--- src/hw/rtl/prbw_pkg.sv ---
package prbw_pkg;

  // grid sizes are powers of two, given by their log2
  localparam int unsigned GRID_X_LOG2 = 4;
  localparam int unsigned GRID_Y_LOG2 = 4;
  localparam int unsigned GRID_Z_LOG2 = 4;
  localparam int unsigned GRID_LOG2 [3] = '{GRID_X_LOG2, GRID_Y_LOG2, GRID_Z_LOG2};

  localparam int unsigned WRAP_W_RAW =
    (GRID_X_LOG2 >= GRID_Y_LOG2 && GRID_X_LOG2 >= GRID_Z_LOG2) ? GRID_X_LOG2 :
    (GRID_Y_LOG2 >= GRID_Z_LOG2) ? GRID_Y_LOG2 : GRID_Z_LOG2;
  localparam int unsigned WRAP_W = (WRAP_W_RAW == 0) ? 1 : WRAP_W_RAW;

  localparam int unsigned Q_W     = 32;
  localparam int unsigned COORD_W = 16;
  localparam int unsigned IMG_W   = 12;
  localparam int unsigned IDX_W   = 12;
  localparam int unsigned DIFF_W  = 35;
  localparam int unsigned MAG_W   = 34;
  localparam int unsigned PROD_W  = MAG_W + 16;
  localparam int unsigned CFG_AW  = 3;

  typedef enum logic [1:0] {
    KIND_SPHERE  = 2'd0,
    KIND_BOX     = 2'd1,
    KIND_ADVANCE = 2'd2
  } kind_e;

  typedef enum logic [CFG_AW-1:0] {
    CFG_ORIGIN_X = 3'd0,
    CFG_ORIGIN_Y = 3'd1,
    CFG_ORIGIN_Z = 3'd2,
    CFG_SCALE_X  = 3'd3,
    CFG_SCALE_Y  = 3'd4,
    CFG_SCALE_Z  = 3'd5,
    CFG_PERIODIC = 3'd6
  } cfg_reg_e;

  typedef struct packed {
    logic [1:0]            kind;
    logic signed [31:0]    first_x;
    logic signed [31:0]    first_y;
    logic signed [31:0]    first_z;
    logic [30:0]           radius;
    logic signed [31:0]    second_x;
    logic signed [31:0]    second_y;
    logic signed [31:0]    second_z;
  } in_item_t;

  typedef struct packed {
    logic [IDX_W-1:0]        block_index;
    logic signed [IMG_W-1:0] image_x;
    logic signed [IMG_W-1:0] image_y;
    logic signed [IMG_W-1:0] image_z;
    logic                    done_res;
  } out_item_t;

  typedef struct packed {
    logic [2:0][Q_W-1:0] origin;
    logic [2:0][Q_W-1:0] scale;
    logic [2:0]          periodic;
  } cfg_t;

  typedef struct packed {
    logic signed [COORD_W-1:0] lo;
    logic signed [COORD_W-1:0] hi;
    logic [WRAP_W-1:0]         wrap;
    logic signed [IMG_W-1:0]   image;
  } axis_cmd_t;

  typedef struct packed {
    logic                is_start;
    axis_cmd_t [2:0]     axis;
  } cmd_t;

endpackage

--- src/hw/rtl/prbw_cmd_queue.sv ---
module prbw_cmd_queue import prbw_pkg::*; (
  input  logic clk,
  input  logic rst_n,
  input  logic push,
  input  cmd_t push_cmd,
  output logic cq_full,
  input  logic pop,
  output cmd_t head_cmd,
  output logic cq_empty
);

  localparam int unsigned CQ_AW    = 2;
  localparam int unsigned CQ_DEPTH = 1 << CQ_AW;

  cmd_t             mem_r [CQ_DEPTH];
  logic [CQ_AW-1:0] wr_r, wr_nxt;
  logic [CQ_AW-1:0] rd_r, rd_nxt;
  logic [CQ_AW:0]   cnt_r, cnt_nxt;
  logic             do_push, do_pop;

  assign cq_full  = (cnt_r == (CQ_AW+1)'(CQ_DEPTH));
  assign cq_empty = (cnt_r == '0);
  assign head_cmd = mem_r[rd_r];
  assign do_push  = push && !cq_full;
  assign do_pop   = pop && !cq_empty;

  always_comb begin
    wr_nxt  = do_push ? wr_r + 1'b1 : wr_r;
    rd_nxt  = do_pop ? rd_r + 1'b1 : rd_r;
    cnt_nxt = cnt_r + (CQ_AW+1)'(do_push) - (CQ_AW+1)'(do_pop);
  end

  always_ff @(posedge clk) begin
    if (!rst_n) begin
      wr_r  <= '0;
      rd_r  <= '0;
      cnt_r <= '0;
    end else begin
      wr_r  <= wr_nxt;
      rd_r  <= rd_nxt;
      cnt_r <= cnt_nxt;
    end
  end

  always_ff @(posedge clk) begin
    if (do_push) mem_r[wr_r] <= push_cmd;
  end

endmodule

--- config.mk ---
export PLATFORM = sky130hd
export DESIGN_NAME = prbw_cmd_queue
export DESIGN_NICKNAME = d
export VERILOG_FILES = /design/src/hw/rtl/prbw_pkg.sv /design/src/hw/rtl/prbw_cmd_queue.sv
export SDC_FILE = /design/constraint.sdc
export NUM_CORES = 1
export LEC_CHECK = 0
export BUFFER_PORTS_ARGS = -buffer_cell sky130_fd_sc_hd__buf_2
export CAP_MARGIN = 20
export CORE_UTILIZATION = 53
export DETAILED_ROUTE_END_ITERATION = 12
export GPL_ROUTABILITY_DRIVEN = 0
export HOLD_SLACK_MARGIN = 0.06
export PLACE_DENSITY = 0.8
export SETUP_SLACK_MARGIN = 0.1
export SYNTH_ARGS = -nofsm -noshare
export SYNTH_HDL_FRONTEND = slang
export SYNTH_SLANG_ARGS = --single-unit
--- constraint.sdc ---
create_clock -name clk -period 6.93 [get_ports clk]
set_clock_uncertainty 0.1 [all_clocks]
set_input_delay 0.693 -clock clk [delete_from_list [all_inputs] [get_ports clk]]
set_output_delay 0.693 -clock clk [all_outputs]
set_load 0.005 [all_outputs]
After elaboration in Yosys (flattened, before gate mapping)
Memories as Yosys holds them, arrays and structs flattened. A register that Yosys moved wholly into a read port is not among the register bits.
Cells that the tools add are included.
{"block": "totals", "latchBits": 0, "wordCells": 18, "mem_bits_ro": 0, "memories": 1, "register_bits": 7, "output_inout_bits": 147, "mem_bits_rw": 580}
{"block": "classes", "bitwise_logic": 0, "n_addsub": 4, "eq_ne": 1, "order_cmp": 0, "n_shift": 0, "div_mod_pow": 0, "muxes": 4, "n_reduce_logical": 5, "mul": 0}
{"name": "mem_r", "words": 4, "word_bits": 145, "rd": 1, "rd_clocked_by_memory_dff": 1, "wr": 1, "line": "prbw_cmd_queue.sv:15", "rtl": "cmd_t mem_r [CQ_DEPTH];"}
{"op": "adder 2 x 1 -> 2 bit (second input constant)", "n": 2}
{"op": "2-to-1 mux 2 bit", "n": 2}
{"op": "adder 3 x 1 -> 3 bit", "n": 1}
{"op": "equality test 3 bit (second input constant)", "n": 1}
{"op": "logical NOT 3 bit", "n": 1}
{"op": "subtractor 3 x 1 -> 3 bit", "n": 1}
{"op": "logical AND 1 bit", "n": 2}
{"op": "logical NOT 1 bit", "n": 2}
{"op": "2-to-1 mux 1 bit", "n": 2}

Longest topological paths before layout
{"block": "depth", "ltp_word": 5, "ltp_mapped": 11, "depth_no_buf": 10}

Worst setup path before layout
Ideal clock, no wire load.
{"block": "synth_path", "path_type": "input to register", "startpoint": "input port push", "endpoint": "memory mem_r[0][0] (netlist bit), enable pin", "setup_ps": 522, "required_ps": 6308, "stages": 3, "t_arrival_ps": 4394, "n_path_buf": 1, "slack_ps": 1914, "path_cell_list": "nor2b_1 > clkbuf_1 > and2_1"}
{"block": "synth_between", "elab_chain_cells": 3}
{"element": "from (decl)", "line": "prbw_cmd_queue.sv:4", "rtl": "input logic push,"}
{"element": "logical AND 1 bit", "line": "prbw_cmd_queue.sv:24", "rtl": "assign do_push = push && !cq_full;"}
{"element": "2-to-1 mux 1 bit", "line": "prbw_cmd_queue.sv:46", "rtl": "if (do_push) mem_r[wr_r] <= push_cmd;"}
{"element": "2-to-1 mux 1 bit (not written as such)", "line": "prbw_cmd_queue.sv:46"}
{"element": "to (decl)", "line": "prbw_cmd_queue.sv:15"}
Every way passes these cells.

==> results by group <==
Placement
  – Port buffer count: slightly below 300
  – Dpl ws: 3460 ps
  – Area after DPL: between 20000 and 25000 um2
  – Placed Instances: around 1.6k
  – Detailed Place HPWL: roughly 23000 um

Critical path
  – Cell count of the worst reg-to-reg path: 4
  – Worst-path cell chain: buf_4 > mux4_2 > buf_2
  – Critical path arrival: 2900 ps
  – Crit path buf inv count: 2
  – Cell family with most CP delay: buffers and inverters
  – Slowest library cell on the worst path: dfxtp_4
  – Critical path class: register to output port
  – R2R setup slack: about 3800 ps
  – RR Startpoint: cnt_r[2]
  – Largest stage delay, worst path: roughly 730 ps
  – Setup crit end kind: output port
  – R2R Path End: mem_r[3][97]
  – CP Launch Type: register
  – CP Data Required Time: about 6100 ps
  – Crit path max fanout: 36

Synthesis
  – Prevailing post-synth register cell: edfxtp_1
  – Post-synth ARST share: 0%
  – Avg Synthesized Cell Area: 26.4 um2
  – Post-Synthesis Cells: roughly 800
  – Post-synthesis instance area: 21400 um2
  – Yosys cell types: 21
  – Syn_nets: approximately 960
  – Post-synthesis sequential area ratio: 82.4%
  – Synth warn: 0
  – EDFF count, synth: a little under 600
  – Number of synthesized register bits: 589

CTS
  – Resized cells post-CTS: 0
  – Htree depth: 2
  – CTS tree: yes
  – Worst skew pair latency: 590 ps
  – Worst-path clk slew: roughly 60 ps
  – CTS buffer count: 56
  – Post-CTS Setup Bufs: 0
  – Post-CTS Hold Fix Bufs: 0
  – Max Root-Sink Buffers: 3
  – CTS root buf: clkbuf_16
  – Clk sinks: roughly 590

GRT
  – First-pass GRT wire length: roughly 60000 um
  – GRT Total Usage: approximately a fifth
  – Initial antenna violation count: 12
  – Largest net degree at the start of global routing: between 80 and 90
  – Vias in the first global route: ~10k
  – GR Overflow Total: 0

Power
  – Power density cells: 360 nW/um2
  – Lkg Pwr: approximately 0.0084 uW
  – Worst-case vdd ir drop: 266 uV

Routing
  – Via density: ~5.6
  – Via count: 9623
  – WL per Instance: 23.5 um
  – Post-route DRC violation count: 0
  – Total iterations of the first detailed-routing run: 5
  – Post-Route WL: 40400 um
  – DRT antenna net count: 0
  – DRT iter0 DRCs: a little over 700

Outcome
  – Outcome: finished, final reports clean

Cells and area
  – Share of layout cells above drive strength 1: between 40% and 50%
  – Final nets: between 1k and 1.5k
  – Filler Cell Count: roughly 2.6k
  – Final cell count without fillers: 1717
  – Area grow syn2layout: 18.1%
  – Final Instance Area: 25200 um2
  – Core Util, Final: a little under two thirds

STA
  – Final Hold Fails: 0
  – Setup repair after global routing missed its margin: no
  – Tcrit/Tclk final: a little over half
  – Final setup violation count: 0
  – TNS Setup: 0 ps
  – Slew margin rel.: ~26%
  – Final worst slack: ~3200 ps
  – FMAX: 271 MHz
  – Crit path time final: between 3000 and 4000 ps
  – Worst Tran Pin Value: around 1100 ps
  – Pins Over Slew Limit: 0

Floorplanning
  – Initial core utilization: between 50% and 60%
  – Die height: about 200 um
  – Chip Width: about 200 um
  – Die ar.: 41100 um2
  – Top Ports: roughly 300
  – # rows: 73
  – CORE AREA: a little under 40000 um2

Hold path
  – Hold depth: 1
  – Min-delay src: push_cmd[88]
  – Hold crit path type: input pin to register
  – Worst hold endpoint: mem_r[2][88]

Job
  – MaxCap Viol Count: 0
-- kinds of logic after synthesis --
family,Yosys count,synth area share (%)
flip-flops,589,82.4
AO/OA/AOI/OAI,4,0.105
XOR/XNOR,2,0.0820
adder cells (fa/ha/maj),7,0.445
buffers and inverters,40,1.11
multiplexers,147,15.4
AND/OR/NAND/NOR,19,0.509
-- power breakdown --
| group | leakage (uW) | switching [uW] | internal [uW] | total [uW] |
|---|---|---|---|---|
| Clock | 0.000870 | 1220 | 1720 | 2940 |
| Combinational | 0.00214 | 839 | 850 | 1690 |
| Sequential | 0.00539 | 125 | 4320 | 4450 |
-- layout by cell type (no fill, tap or decap), types with 7 or more instances in the layout --
cell,instances
edfxtp_1,580
buf_2,295
mux4_2,145
clkbuf_16,57
clkbuf_1,12
clkinv_1,11
buf_4,11
diode_2,9
clkinv_2,8
dfxtp_1,7
-- synthesized netlist by cell type, drive strengths merged, types with 2 or more instances --
library cell	n	share of area (%)
edfxtp	580	82
mux4	145	15
buf	27	0.88
dfxtp	9	0.84
and2	7	0.20
clkbuf	7	0.12
ha	6	0.35
inv	6	0.11
nand2	6	0.11
o21ai	3	0.070
mux2i	2	0.094
nor2b	2	0.059
xnor2	2	0.082
-- worst reg2reg max path: cells and delay by family (launching register included) --
kind	cells	cell delay (ps)
buffers and inverters	1	740
flip-flops	1	330
AND/OR/NAND/NOR	3	1530
-- metal layers --
layer  routed length, um  track usage [%]
met1               16200             27.6
met2               19500             30.3
met3                3640             6.24
met4                1050             6.44
met5                  59                0
-- sequential cells by signal (all words and copies together), names as in the netlist, named ones only --
name and count:
mem_r 580, cnt_r 3, rd_r 2, wr_r 2
-- stage by stage --
step | hold slack [ps] | power (uW)
after floorplan | 361 | 5570
after global placement | 372 | 6180
after detailed placement | 404 | 6230
after CTS | 181 | 9180
after global routing | 183 | 9430
final | 216 | 9080
-- how the worst max path moves through the flow --
stage | from | endpoint | slack (ps) | cells after the start
after floorplan | push | mem_r[0][0] | 1910 | 3
after global placement | push | mem_r[0][8] | 3500 | 4
after detailed placement | push | mem_r[0][8] | 3460 | 4
after CTS | register | head_cmd[4] | 3090 | 3
after global routing | register | head_cmd[4] | 2970 | 3
final | register | head_cmd[4] | 3240 | 3
-- cell type report --
cell class	instances	area (um2)	share of cell area, %
inverters	6	22.5	0.0892
multi-input cells	179	3540	14.0
well taps	525	657	2.60
clock inverters	29	273	1.08
repair buffers	308	1610	6.37
flip-flops and latches	589	17600	69.8
diodes	9	22.5	0.0892
clock buffers	72	1510	5.99
Note: power is estimated with default switching activity, not from simulation.
