## src/hw/rtl/prbw_pkg.sv

```systemverilog
package prbw_pkg;

  // grid sizes are powers of two, given by their log2
  localparam int unsigned GRID_X_LOG2 = 4;
  localparam int unsigned GRID_Y_LOG2 = 4;
  localparam int unsigned GRID_Z_LOG2 = 4;
  localparam int unsigned GRID_LOG2 [3] = '{GRID_X_LOG2, GRID_Y_LOG2, GRID_Z_LOG2};

  localparam int unsigned WRAP_W_RAW =
    (GRID_X_LOG2 >= GRID_Y_LOG2 && GRID_X_LOG2 >= GRID_Z_LOG2) ? GRID_X_LOG2 :
    (GRID_Y_LOG2 >= GRID_Z_LOG2) ? GRID_Y_LOG2 : GRID_Z_LOG2;
  localparam int unsigned WRAP_W = (WRAP_W_RAW == 0) ? 1 : WRAP_W_RAW;

  localparam int unsigned Q_W     = 32;
  localparam int unsigned COORD_W = 16;
  localparam int unsigned IMG_W   = 12;
  localparam int unsigned IDX_W   = 12;
  localparam int unsigned DIFF_W  = 35;
  localparam int unsigned MAG_W   = 34;
  localparam int unsigned PROD_W  = MAG_W + 16;
  localparam int unsigned CFG_AW  = 3;

  typedef enum logic [1:0] {
    KIND_SPHERE  = 2'd0,
    KIND_BOX     = 2'd1,
    KIND_ADVANCE = 2'd2
  } kind_e;

  typedef enum logic [CFG_AW-1:0] {
    CFG_ORIGIN_X = 3'd0,
    CFG_ORIGIN_Y = 3'd1,
    CFG_ORIGIN_Z = 3'd2,
    CFG_SCALE_X  = 3'd3,
    CFG_SCALE_Y  = 3'd4,
    CFG_SCALE_Z  = 3'd5,
    CFG_PERIODIC = 3'd6
  } cfg_reg_e;

  typedef struct packed {
    logic [1:0]            kind;
    logic signed [31:0]    first_x;
    logic signed [31:0]    first_y;
    logic signed [31:0]    first_z;
    logic [30:0]           radius;
    logic signed [31:0]    second_x;
    logic signed [31:0]    second_y;
    logic signed [31:0]    second_z;
  } in_item_t;

  typedef struct packed {
    logic [IDX_W-1:0]        block_index;
    logic signed [IMG_W-1:0] image_x;
    logic signed [IMG_W-1:0] image_y;
    logic signed [IMG_W-1:0] image_z;
    logic                    done_res;
  } out_item_t;

  typedef struct packed {
    logic [2:0][Q_W-1:0] origin;
    logic [2:0][Q_W-1:0] scale;
    logic [2:0]          periodic;
  } cfg_t;

  typedef struct packed {
    logic signed [COORD_W-1:0] lo;
    logic signed [COORD_W-1:0] hi;
    logic [WRAP_W-1:0]         wrap;
    logic signed [IMG_W-1:0]   image;
  } axis_cmd_t;

  typedef struct packed {
    logic                is_start;
    axis_cmd_t [2:0]     axis;
  } cmd_t;

endpackage

```

## src/hw/rtl/prbw_back.sv

```systemverilog
module prbw_back import prbw_pkg::*; (
  input  logic      clk,
  input  logic      rst_n,
  input  cmd_t      head_cmd,
  input  logic      cq_empty,
  output logic      take,
  input  logic      pop,
  output logic      empty,
  output out_item_t out_item
);

  logic                      walking_r, walking_nxt;
  logic signed [COORD_W-1:0] lo_r    [3];
  logic signed [COORD_W-1:0] hi_r    [3];
  logic signed [COORD_W-1:0] pos_r   [3];
  logic signed [COORD_W-1:0] pos_nxt [3];
  logic [WRAP_W-1:0]         wrap_r  [3];
  logic [WRAP_W-1:0]         wrap_nxt [3];
  logic [WRAP_W-1:0]         swrap_r [3];
  logic signed [IMG_W-1:0]   simg_r  [3];
  logic signed [IMG_W-1:0]   cimg_r  [3];
  logic signed [IMG_W-1:0]   cimg_nxt [3];

  out_item_t ob_mem_r [2];
  logic      ob_wr_r, ob_rd_r;
  logic [1:0] ob_cnt_r, ob_cnt_nxt;
  logic      ob_pop;
  out_item_t res;

  logic [2:0] adv, do_step, do_restart;
  logic       done;

  function automatic logic [IDX_W-1:0] linear_index(input logic [WRAP_W-1:0] wx,
                                                    input logic [WRAP_W-1:0] wy,
                                                    input logic [WRAP_W-1:0] wz);
    logic [31:0] s;
    s = 32'(wx) + (32'(wy) << GRID_X_LOG2) + (32'(wz) << (GRID_X_LOG2 + GRID_Y_LOG2));
    return s[IDX_W-1:0];
  endfunction

  assign take     = !cq_empty && (ob_cnt_r != 2'd2);
  assign ob_pop   = pop && (ob_cnt_r != 2'd0);
  assign empty    = (ob_cnt_r == 2'd0);
  assign out_item = ob_mem_r[ob_rd_r];

  always_comb begin
    for (int ax = 0; ax < 3; ax++) adv[ax] = pos_r[ax] < hi_r[ax];
  end

  always_comb begin
    walking_nxt = walking_r;
    do_step     = '0;
    do_restart  = '0;
    done        = 1'b0;
    if (take && !head_cmd.is_start) begin
      priority if (!walking_r) begin
        done = 1'b1;
      end else if (adv[0]) begin
        do_step = 3'b001;
      end else if (adv[1]) begin
        do_restart = 3'b001;
        do_step    = 3'b010;
      end else if (adv[2]) begin
        do_restart = 3'b011;
        do_step    = 3'b100;
      end else begin
        walking_nxt = 1'b0;
        done        = 1'b1;
      end
    end else if (take) begin
      walking_nxt = 1'b1;
    end
  end

  always_comb begin
    logic [WRAP_W-1:0] n_m1;
    for (int ax = 0; ax < 3; ax++) begin
      n_m1          = WRAP_W'((1 << GRID_LOG2[ax]) - 1);
      pos_nxt[ax]   = pos_r[ax];
      wrap_nxt[ax]  = wrap_r[ax];
      cimg_nxt[ax]  = cimg_r[ax];
      if (take && head_cmd.is_start) begin
        pos_nxt[ax]  = head_cmd.axis[ax].lo;
        wrap_nxt[ax] = head_cmd.axis[ax].wrap;
        cimg_nxt[ax] = head_cmd.axis[ax].image;
      end
      if (do_restart[ax]) begin
        pos_nxt[ax]  = lo_r[ax];
        wrap_nxt[ax] = swrap_r[ax];
        cimg_nxt[ax] = simg_r[ax];
      end
      if (do_step[ax]) begin
        pos_nxt[ax] = pos_r[ax] + 16'sd1;
        if (wrap_r[ax] < n_m1) begin
          wrap_nxt[ax] = wrap_r[ax] + 1'b1;
        end else begin
          wrap_nxt[ax] = '0;
          if (cimg_r[ax] != 12'sh7FF) cimg_nxt[ax] = cimg_r[ax] + 12'sd1;
        end
      end
    end
  end

  always_comb begin
    res = '0;
    if (done) begin
      res.done_res = 1'b1;
    end else begin
      res.block_index = linear_index(wrap_nxt[0], wrap_nxt[1], wrap_nxt[2]);
      res.image_x     = cimg_nxt[0];
      res.image_y     = cimg_nxt[1];
      res.image_z     = cimg_nxt[2];
    end
  end

  assign ob_cnt_nxt = ob_cnt_r + 2'(take) - 2'(ob_pop);

  always_ff @(posedge clk) begin
    if (!rst_n) begin
      walking_r <= 1'b0;
      ob_wr_r   <= 1'b0;
      ob_rd_r   <= 1'b0;
      ob_cnt_r  <= 2'd0;
      for (int ax = 0; ax < 3; ax++) begin
        lo_r[ax]    <= '0;
        hi_r[ax]    <= '0;
        pos_r[ax]   <= '0;
        wrap_r[ax]  <= '0;
        swrap_r[ax] <= '0;
        simg_r[ax]  <= '0;
        cimg_r[ax]  <= '0;
      end
    end else begin
      walking_r <= walking_nxt;
      ob_cnt_r  <= ob_cnt_nxt;
      if (take)   ob_wr_r <= ~ob_wr_r;
      if (ob_pop) ob_rd_r <= ~ob_rd_r;
      pos_r  <= pos_nxt;
      wrap_r <= wrap_nxt;
      cimg_r <= cimg_nxt;
      if (take && head_cmd.is_start) begin
        for (int ax = 0; ax < 3; ax++) begin
          lo_r[ax]    <= head_cmd.axis[ax].lo;
          hi_r[ax]    <= head_cmd.axis[ax].hi;
          swrap_r[ax] <= head_cmd.axis[ax].wrap;
          simg_r[ax]  <= head_cmd.axis[ax].image;
        end
      end
    end
  end

  always_ff @(posedge clk) begin
    if (take) ob_mem_r[ob_wr_r] <= res;
  end

endmodule

```

## config.mk

```make
export PLATFORM = sky130hd
export DESIGN_NAME = prbw_back
export DESIGN_NICKNAME = d
export VERILOG_FILES = /design/src/hw/rtl/prbw_pkg.sv /design/src/hw/rtl/prbw_back.sv
export SDC_FILE = /design/constraint.sdc
export NUM_CORES = 1
export LEC_CHECK = 0
export ABC_AREA = 1
export BUFFER_PORTS_ARGS = -buffer_cell sky130_fd_sc_hd__buf_2
export CAP_MARGIN = 20
export CORE_AREA = 2 2 208 210
export CTS_CLUSTER_SIZE = 28
export DETAILED_ROUTE_END_ITERATION = 10
export DIE_AREA = 0 0 210 212
export REMOVE_ABC_BUFFERS = 1
export SETUP_SLACK_MARGIN = 0.3
export SYNTH_ARGS = -nofsm -noshare
export SYNTH_HDL_FRONTEND = slang
export SYNTH_SLANG_ARGS = --single-unit
```

## constraint.sdc

```tcl
create_clock -name clk -period 9.53 [get_ports clk]
set_clock_uncertainty 0.15 [all_clocks]
set_input_delay 0.953 -clock clk [delete_from_list [all_inputs] [get_ports clk]]
set_output_delay 0.953 -clock clk [all_outputs]
set_load 0.01 [all_outputs]
```

Word-level counts from Yosys, hierarchy flattened
Memories as Yosys holds them, arrays and structs flattened. A register that Yosys moved wholly into a read port is not among the register bits.
Index checks and enable logic that the tools add are counted.

storage, ports and cells
  flip-flop bits (word level) = 101
  RAM bits = 242
  input bits = 149
  output and inout port bits = 51
  logic and storage cells = 146
  memories = 5

memory list
  name      words  width  rd ports  clocked after memory_dff  write ports  RTL line         text
  ob_mem_r  2      49     1         1                         1            prbw_back.sv:24  out_item_t ob_mem_r [2];
  hi_r      3      16     3         0                         3            prbw_back.sv:14  logic signed [COORD_W-1:0] hi_r [3];
  lo_r      3      16     3         0                         3            prbw_back.sv:13  logic signed [COORD_W-1:0] lo_r [3];
  simg_r    3      12     3         0                         3            prbw_back.sv:20  logic signed [IMG_W-1:0] simg_r [3];
  swrap_r   3      4      3         0                         3            prbw_back.sv:19  logic [WRAP_W-1:0] swrap_r [3];

cells by class
  add/sub/neg operators = 13
  $lt $le $gt $ge = 6
  equal/unequal tests = 4
  muxes and demuxes = 79
  bitwise gates (word level) = 14
  reduce and logical (&&, ||, !) cells = 12

operators with widths
  operator                                                         count
  16-bit 2-to-1 mux                                                15
  12-bit 2-to-1 mux                                                18
  4-bit 2-to-1 mux                                                 15
  16-bit by 2-bit adder with 16-bit output, second input constant  3
  16-bit < comparator                                              3
  48-bit 2-to-1 mux                                                1
  12-bit by 2-bit adder with 12-bit output, second input constant  3
  12-bit inequality test, second input constant                    3
  1-bit 2-to-1 mux                                                 20
  3-bit 2-to-1 mux                                                 5
  4-bit by 1-bit adder with 4-bit output, second input constant    3
  9-bit by 12-bit adder with 12-bit output                         1
  4-bit < comparator, second input constant                        3
  1-bit bitwise OR                                                 12
  2-bit 2-to-1 mux                                                 5
  4-bit by 8-bit adder with 9-bit output                           1
  3-bit nonzero test                                               3
  1-bit logical AND                                                4
  2-bit nonzero test                                               2
  2-bit by 1-bit adder with 2-bit output                           1
  1-bit logical NOT                                                2
  2-bit logical NOT                                                1
  2-bit inequality test, second input constant                     1
  1-bit NOT                                                        2
  2-bit by 1-bit subtractor with 2-bit output                      1

Depth between registers and ports, before layout
Gate-level depths: netlist (run 1).
An unclocked memory read counts as a cell.

  depth after elaboration = 12
  mapped depth = 20
  gate-level depth less buffers = 19

Least setup slack after synthesis (run 1)
No wires, ideal clock.

  kind = input -> register
  start = in cq_empty
  end = mem hi_r[0][0] (enable)
  setup time = 0.475 ns
  arrival = 4.438 ns
  data required time = 8.905 ns
  path slack = 4.467 ns
  stages = 7
  path buffers = 4
  path through = a21oi_4 > nand2_1 > buf_2 > buf_2 > buf_2 > buf_2 > nand2_1

RTL lines
  item             RTL line         text
  start, declared  prbw_back.sv:5   input logic cq_empty,
  end, declared    prbw_back.sv:14

==> results of run 1 <==
## registers in the layout, summed over array words and instances, names as in the netlist, named ones only
name / flops
ob_wr_r: 1
cimg_r: 36
lo_r: 32
wrap_r: 12
ob_cnt_r: 2
hi_r: 48
swrap_r: 8
pos_r: 48
ob_mem_r: 98
ob_rd_r: 1
simg_r: 24
walking_r: 1
## cell families (layout without fill, tap and decap cells)
logic type | count (synthesis) | in the layout | share of synthesized area (%)
AO/OA/AOI/OAI | 248 | 248 | 7.75
XOR/XNOR | 67 | 67 | 3.50
adder cells (fa/ha/maj) | 56 | 56 | 4.17
buffers and inverters | 402 | 589 | 9.55
flip-flops | 312 | 312 | 49.7
multiplexers | 51 | 51 | 3.41
other | 0 | 2 | 0
AND/OR/NAND/NOR | 847 | 847 | 21.9
## routing by layer
metal  global-route usage [%]  vias to the layer above  wire length [um]
li1                         -                     6769                 -
met1                     24.8                     6151             19100
met2                     33.4                      352             20000
met3                     2.79                       59              2210
met4                     6.92                        0              1260
met5                        0                        -                 0
## Yosys cell counts, drive strengths merged, types with 12 or more instances
cell	n
xor2	57
a21oi	92
ha	56
nand3b	40
clkbuf	38
edfxtp	210
nor2	236
o21ai	135
mux2	49
nand2	366
inv	311
nand4	19
dfxtp	102
nor3	12
nand3	161
buf	52
## per-stage QoR
stage	instances	hold WS, ps	instance area, sq um	util (%)	power [W]
after floorplan	1893	275	16400	-	0.00244
after global placement	2651	276	18200	42.8	0.00275
after detailed placement	2651	289	18200	42.8	0.00278
after CTS	2716	302	19400	45.7	0.00426
after global routing	2717	358	19400	45.7	0.00445
final	2718	306	19400	45.7	0.00421
## power by group through the flow
stage               Combinational (W)  Clock (W)  Sequential (W)
detailed placement           0.000978          0         0.00180
global route                  0.00111    0.00155         0.00180
global placement             0.000956          0         0.00180
CTS                          0.000985    0.00149         0.00178
floorplan                    0.000641          0         0.00179
finish                       0.000972    0.00146         0.00178
## worst max-delay path by stage
stage,start,end,depth (start not counted)
after floorplan,cq_empty,hi_r[0][0]$_SDFFCE_PN0P_,5
after global placement,cq_empty,ob_mem_r[0][20]$_DFFE_PP_,14
after detailed placement,cq_empty,ob_mem_r[0][14]$_DFFE_PP_,14
after CTS,pos_r[3]$_SDFFE_PN0P_,ob_mem_r[0][34]$_DFFE_PP_,14
after global routing,pos_r[47]$_SDFFE_PN0P_,ob_mem_r[1][28]$_DFFE_PP_,14
final,pos_r[3]$_SDFFE_PN0P_,ob_mem_r[0][42]$_DFFE_PP_,14
## critical path: cells and delay by family (launching register included)
family	cells	cell delay, ps
compound gates	2	290
fa+ha+maj	1	280
buf+inv	2	1170
flops	1	420
simple gates	9	1680
## final cells by class
class	count	share of cell area, %
Clock buffer	47	5.28
Sequential cell	312	43.0
Multi-Input combinational cell	1269	35.4
Clock inverter	18	1.13
Tap cell	546	3.52
Antenna cell	2	0.0258
Timing Repair Buffer	212	5.63
Inverter	312	6.03
==> flow_summary.toml, run 1 <==
[outcome]
status = "finished clean"

[worst_setup_path]
crit_top_cell = "nand2_1"
reg2reg_from = "pos_r[3]$_SDFFE_PN0P_"
rrSetupSlack_ps = 5220
slowest_delay_ps = 790
startpoint_type = "flop"
reg2regPathDepth = 14
crit_chain = "ha_1 -> a21oi_1 -> nand2_1 -> nand2_1 -> nand2_1 -> nand2_1 -> nand3b_1 -> nand2_1 -> nand2_1 -> buf_4 -> o21ai_1 -> nand2_1 -> inv_2 -> nor2_1"
worstSetupEndpointType = "flop"
worstSetupPathType = "flop to flop"
slowest_stage = "inv_2"
required_ps = 9630
worstPathArrival_ps = 4410
reg2reg_to = "ob_mem_r[0][42]$_DFFE_PP_"
crit_fanout = 38

[die]
io_pins = 200
coreArea_sq_um = 42500
die_area_sq_um = 44500
die_h_um = 212
die_w_um = 210
row_count = 76
start_util_pct = 39.5

[timing]
worstMarginPinSlew_ps = 871
setup_tns_ps = 0
min_period_ps = 4310
hold_viol = 0
maxSlewViolCount = 0
finalWorstSetupSlack_ps = 5220
finalCritPeriodShare_pct = 45.2
rsz0062_at_grt = "no"
max_freq_mhz = 232
slew_headroom_pct = 42.0
finalSetupViolations = 0

[clock_network]
clk_pin_slew_ps = 60
postCtsResizedCells = 0
root_buffer = "clkbuf_16"
clk-insertion-delay-late_ps = 540
post_cts_buffers = 0
clock-sinks = 312
cts_buffers = 36
cts_hold_buf = 0
clockBufferDepth = 3
cts_max_level = 2
cts_tree = "built"

[logic_synthesis]
synth.top_cells.by_area = "edfxtp_1 (38%), dfxtp_1 (12%), nand2_1 (8.1%)"
synth_top_area_cell = "edfxtp_1"
synth_edf_count = 210
synth_area_per_cell_sq_um = 8.47
yosys_warnings = 0
synth_seq_cells = 312
synthCells = 1983
synth_top_area_share_pct = 37.6
synthArstFlopShare_pct = 0
synth_area_sq_um = 16800
yosysSeqAreaShare_pct = 49.7
ys.flop_type = "edfxtp_1"
synth_cell_types = 38

[power_and_ir_drop]
clock_power_share_pct = 34.6
ir_drop_mv = 0.124
p_leak_nw = 8.96
p_int_w = 0.00293
p_seq_share_pct = 42.3
switching_share_pct = 30.4
p_per_area_nw_per_um2 = 217
combPwrFrac_pct = 23.1
power_switching_w = 0.00128

[place]
dp_worst_setup_slack_ps = 5030
portBuffers = 199
place_congestion = 0.841
hpwl_um = 27800

[global_route]
grt_pass1_vias = 13000
grt_usage_pct = 19.4
grt_max_degree = 77
gr-total-overflow = 0
antenna_found_initial = 3
grt_pass1_wl_um = 68200

[drt]
routedWlPerCell_um = 15.6
ant_nets = 0
drt-vias-per-instance = 4.90
drt_wl_total_um = 42500
vias = 13300
drc = 0
dr.pass1.iters = 5
drt_iter0_markers = 745

[cells_and_area]
nets = 2348
syn_to_final_growth_pct = 15.7
final_cell_mix = "nand2_1 (358), inv_1 (302), nor2_1 (229)"
regArea_sq_um = 8350
n_fill_cell = 4135
final_common_cell = "nand2_1"
multi_input_area_sq_um = 6880
layout-drive-gt1-share_pct = 16.3

[run]
cap_viol_max_count = 0

[min_path]
hold_start = "ob_rd_r$_SDFFE_PN0P_"
worstHoldPathType = "flop to flop"
min_delay_path_depth = 1
No activity file was read; power rests on OpenSTA's default activity.
==> inputs of run 2 (changes only) <==
Clock period 9.53 ns to 4.1 ns, I/O delays scaled along.
==> flow_summary.toml, run 2 (same netlist as run 1, synthesis figures left out) <==
[worst_setup_path]
worstPathArrival_ps = 3740
required_ps = 4390
crit_fanout = 23
rrSetupSlack_ps = 650
reg2regPathDepth = 13
startpoint_type = "flop"
reg2reg_to = "pos_r[31]$_SDFFE_PN0P_"
reg2reg_from = "pos_r[7]$_SDFFE_PN0P_"
crit_path_start = "pos_r[7]$_SDFFE_PN0P_"
worstSetupEndpointType = "flop"
worstSetupPathType = "flop to flop"

[cells_and_area]
syn_to_final_growth_pct = 17.9
final_common_cell = "nand2_1"
final_area_sq_um = 19800
n_fill_cell = 4105
top_register = "ob_mem_r"
largest_registers = "ob_mem_r (98), hi_r (48), pos_r (48)"
largest_reg_flops = 98
post-route-util_pct = 46.6
nets = 2394
final_cell_mix = "nand2_1 (358), inv_1 (302), nor2_1 (229)"
layout-drive-gt1-share_pct = 16.6

[die]
row_count = 76
die_w_um = 210
die_h_um = 212
io_pins = 200
die_area_sq_um = 44500
coreArea_sq_um = 42500
start_util_pct = 39.5

[place]
place_congestion = 0.864
dp_worst_setup_slack_ps = 652
dpl_cell_area_sq_um = 18300
hpwl_um = 29500
portBuffers = 199

[run]
cap_viol_max_count = 0

[drt]
drt_iter0_markers = 794
dr.pass1.iters = 7
routedWlPerCell_um = 15.6
drc = 0
drt_wl_total_um = 43300
drt-vias-per-instance = 4.91
ant_nets = 0
vias = 13600

[clock_network]
cts_max_level = 2
root_buffer = "clkbuf_16"
cts_buffers = 37
cts_tree = "built"
clk-insertion-delay-late_ps = 550
clockBufferDepth = 3
clock-sinks = 312
clk_pin_slew_ps = 60
post_cts_buffers = 0

[power_and_ir_drop]
p_leak_nw = 9.13
power_w = 0.00966
ir_drop_mv = 0.241
p_per_area_nw_per_um2 = 488

[timing]
max_freq_mhz = 290
worstMarginPinSlew_ps = 879
finalCritPeriodShare_pct = 84.1
finalSetupViolations = 0
rsz0062_at_grt = "no"
slew_headroom_pct = 41.3
min_period_ps = 3450
hold_viol = 0
maxSlewViolCount = 0
setup_tns_ps = 0
finalWorstSetupSlack_ps = 653

[min_path]
min_delay_path_depth = 3
min_to = "lo_r[0][10]$_SDFFCE_PN0P_"
hold_start = "head_cmd[42]"
worstHoldPathType = "input pin to flop"

[global_route]
grt_pass1_wl_um = 68800
gr-total-overflow = 0
grt_max_degree = 65
grt_pass1_vias = 13200
antenna_found_initial = 1
grt_usage_pct = 19.6

[outcome]
status = "finished clean"
[run 2: cell types whose count changed in the layout (fill, tap and decap cells not counted)]
cell           previous run  this run
dlygate4sd3_1             0        28
buf_4                    13        27
bufinv_16                 5         1
buf_12                    0         3
clkbuf_1                  5         8
clkinv_1                  3         5
clkbuf_16                38        39
clkinvlp_4                0         1
inv_6                     2         1
[run 2: final cells by class]
class | instances | area [sq um] | share of cell area [%]
flip-flops and latches | 312 | 8350 | 42.2
multi-input cells | 1269 | 6880 | 34.7
repair buffers | 257 | 1540 | 7.78
inverters | 312 | 1170 | 5.92
clock buffers | 51 | 1060 | 5.36
well taps | 546 | 683 | 3.45
clock inverters | 16 | 105 | 0.531
diodes | 2 | 5.00 | 0.0253
[run 2: worst max path at each step]
| stage | to | slack [ps] | cells past startpoint |
|---|---|---|---|
| final | pos_r[31]$_SDFFE_PN0P_ | 650 | 13 |
| after global routing | pos_r[31]$_SDFFE_PN0P_ | 350 | 13 |
| after CTS | pos_r[31]$_SDFFE_PN0P_ | 640 | 14 |
| after detailed placement | pos_r[31]$_SDFFE_PN0P_ | 650 | 14 |
| after global placement | pos_r[31]$_SDFFE_PN0P_ | 730 | 14 |
| after floorplan | hi_r[0][0]$_SDFFCE_PN0P_ | -1980 | 5 |
[run 2: what timing repair did]
action | 4_1_cts | 5_1_grt
hold endpoints to repair | 28 | 0
hold buffers | 28 | 0
gates resized for setup | 0 | 0
[run 2: layer usage]
layer  wire [um]  vias to the layer above  global-route usage [%]
met5           8                        -                       0
met2       20400                      308                    34.0
met3        2500                       84                    3.46
met4        1390                        2                    7.17
met1       19000                     6298                    24.6
li1            -                     6873                       -
[run 2: through the flow]
| stage | hold slack (ps) | std cells |
|---|---|---|
| after floorplan | 275 | 1893 |
| after global placement | 280 | 2668 |
| after detailed placement | 291 | 2668 |
| after CTS | 0.974 | 2763 |
| after global routing | 23.8 | 2763 |
| final | 28.7 | 2765 |
[run 2: critical path, cell delays in order (launching register included)]
cell and delay (ps):
dfxtp_1 420, ha_1 270, a21oi_1 150, o21a_1 130, nand2_1 70, nand2_1 90
nand3b_1 220, nand2_1 250, nand2_1 170, nand2_2 310, nand2_1 510, or2_2 470
nand3_1 90, inv_1 40
[run 2: power by group]
part,internal (W),switching (W),total [W],leakage (nW)
registers,0.00390,0.000253,0.00415,2.97
clock network,0.00187,0.00133,0.00320,0.577
logic,0.000883,0.00142,0.00231,5.59
==> inputs of run 3 (changes only) <==
Settings changed: ABC_AREA 1 to 0, CORE_AREA 2 2 208 210 to 2 2 202 204, DIE_AREA 0 0 210 212 to 0 0 204 206.
Clock period 4.1 ns to 3.21 ns, I/O delays scaled along.
==> flow_summary.toml, run 3 <==
[die]
row_count = 74
die_area_sq_um = 42000
coreArea_sq_um = 40200
io_pins = 200
die_h_um = 206
die_w_um = 204
start_util_pct = 39.3

[global_route]
antenna_found_initial = 2
grt_pass1_vias = 13500
grt_usage_pct = 22.0
grt_pass1_wl_um = 72400
gr-total-overflow = 0
grt_max_degree = 76

[worst_setup_path]
reg2regPathDepth = 13
worstSetupEndpointType = "flop"
rrSetupSlack_ps = -110
crit_fanout = 5
startpoint_type = "flop"
required_ps = 3360
worstPathArrival_ps = 3470
worstSetupPathType = "flop to flop"

[place]
dp.cells = 2274
hpwl_um = 28900
portBuffers = 199
place_congestion = 0.846

[power_and_ir_drop]
p_seq_share_pct = 40.2
combPwrFrac_pct = 28.6
switching_share_pct = 30.1
p_int_w = 0.00911
p_per_area_nw_per_um2 = 567
power_w = 0.0130
clock_power_share_pct = 31.2
power_switching_w = 0.00391
ir_drop_mv = 0.327
p_leak_nw = 9.63

[drt]
drt_wl_total_um = 47800
routedWlPerCell_um = 18.7
dr.pass1.iters = 5
vias = 13400
ant_nets = 0
drc = 0
drt-vias-per-instance = 5.27
drt_iter0_markers = 777

[cells_and_area]
syn_to_final_growth_pct = 45.6
nets = 2194
fin_cells = 2550
final_common_cell = "edfxtp_1"
final_cell_mix = "edfxtp_1 (210), buf_2 (198), and3_1 (142)"
post-route-util_pct = 57.2
top_register = "ob_mem_r"
layout-drive-gt1-share_pct = 36.1
largest_reg_flops = 98
n_fill_cell = 3445
largest_registers = "ob_mem_r (98), hi_r (48), pos_r (48)"

[timing]
finalSetupViolations = 102
finalCritPeriodShare_pct = 104
hold_viol = 0
whs_ps = 22.4
slew_headroom_pct = 40.7
finalWorstSetupSlack_ps = -114
max_freq_mhz = 301
rsz0062_at_grt = "yes"
worstMarginPinSlew_ps = 888
min_period_ps = 3320
maxSlewViolCount = 0

[logic_synthesis]
yosysSeqAreaShare_pct = 52.9
synth_edf_count = 210
yosysMostFrequentCell = "edfxtp_1"
synth_top_area_cell = "edfxtp_1"
synthCells = 1498
synth_area_sq_um = 15800
synth_seq_cells = 312
synth_cell_types = 74
synth.top_cells.by_area = "edfxtp_1 (40%), dfxtp_1 (13%), and3_1 (5.6%)"
yosys_warnings = 0
synth_commonest_cells = "edfxtp_1 (210), nand2_1 (158), and3_1 (142)"
synth_area_per_cell_sq_um = 10.5
synth_top_area_share_pct = 40.0
ys.flop_type = "edfxtp_1"
synthArstFlopShare_pct = 0

[clock_network]
cts_max_level = 2
cts_tree = "built"
clk_pin_slew_ps = 60
clk-insertion-delay-late_ps = 540
cts_buffers = 36
clockBufferDepth = 3
clock-sinks = 312
root_buffer = "clkbuf_16"

[outcome]
violations = "negative setup slack"
status = "complete, but fails checks"

[min_path]
worstHoldPathType = "input pin to flop"
min_delay_path_depth = 2

[run]
cap_viol_max_count = 0
[run 3: cell types whose count changed after synthesis, moves of 16 or more]
cell,delta
a21oi_1,-16
nand2_1,-203
clkbuf_1,+23
o21ai_0,-63
nor2_1,-110
and3_1,+142
a211oi_2,+17
mux2i_1,+27
a31oi_1,+21
inv_1,-234
a211oi_1,+17
xor2_1,-37
nand3_1,-116
nand3b_1,-40
[run 3: through the flow]
step | setup WS, ps | instance area (sq um) | setup TNS, ps
global placement | -154 | 18300 | -4580
finish | -114 | 23000 | -6370
floorplan | -1930 | 15400 | -636730
CTS | -48.7 | 22100 | -1460
global route | -214 | 23000 | -23030
detailed placement | -200 | 18300 | -11840
[run 3: power by group through the flow]
stage / combinational [W] / sequential [W] / clock (W)
CTS: 0.00350 / 0.00522 / 0.00414
floorplan: 0.00167 / 0.00529 / 0
finish: 0.00372 / 0.00523 / 0.00406
global placement: 0.00294 / 0.00528 / 0
global route: 0.00404 / 0.00529 / 0.00429
detailed placement: 0.00300 / 0.00529 / 0
[run 3: cells by family (layout without fill, tap and decap cells)]
logic type	count (synthesis)	in the layout	share of synthesized area [%]
and+or+nand+nor	558	558	17.7
xor gates and xnor gates	45	45	2.50
buffers and inverters	158	677	4.07
AOI/OAI and AO/OA	284	284	12.6
other	0	1	0
muxes	85	85	5.83
DFF	312	312	52.9
adders and majority gates	56	56	4.44
[run 3: repair_timing]
action / CTS / global route
setup buffers: 51 / 11
endpoints found under the hold margin: 152 / 0
gates resized for setup: 168 / 152
pin swaps: 75 / 72
hold buffers: 129 / 0
endpoints found under the setup margin: 195 / 195
gates cloned: 13 / 5
[run 3: final cells by class]
cell class	count	area, sq um	area share (%)
Antenna cell	1	2.50	0.0109
Clock buffer	55	1030	4.50
Clock inverter	11	113	0.490
Inverter	69	259	1.13
Multi-Input combinational cell	1028	7860	34.2
Sequential cell	312	8350	36.3
Tap cell	532	666	2.90
Timing Repair Buffer	542	4690	20.4
[run 3: worst max-delay path: stages, from the launching register on]
cell,delay (ps)
edfxtp_1,380
inv_2,90
ha_4,200
a2111oi_4,440
nor4_4,100
o31a_1,320
buf_4,150
buf_4,120
buf_4,130
nor3_4,300
o311a_4,320
buf_6,130
o32a_1,180
nor2_2,60
[run 3: path summary, 6_finish.rpt]
check                           startpoint                         to
hold reg to reg     pos_r[15]$_SDFFE_PN0P_     pos_r[15]$_SDFFE_PN0P_
setup / recovery  hi_r[0][1]$_SDFFCE_PN0P_  ob_mem_r[0][23]$_DFFE_PP_
setup reg to reg  hi_r[0][1]$_SDFFCE_PN0P_  ob_mem_r[0][23]$_DFFE_PP_
hold / removal                head_cmd[73]  hi_r[0][25]$_SDFFCE_PN0P_
[run 3: per-layer routing]
layer  global-route usage, %  vias to the layer above  part of all wire, %  routed length [um]
met5                       0                        -                0.027                  13
met4                    7.92                        2                  2.9                1390
met3                    3.34                       88                  5.1                2420
met2                    37.9                      359                   49               23500
met1                    28.1                     6490                   43               20500
li1                        -                     6490                    -                   -
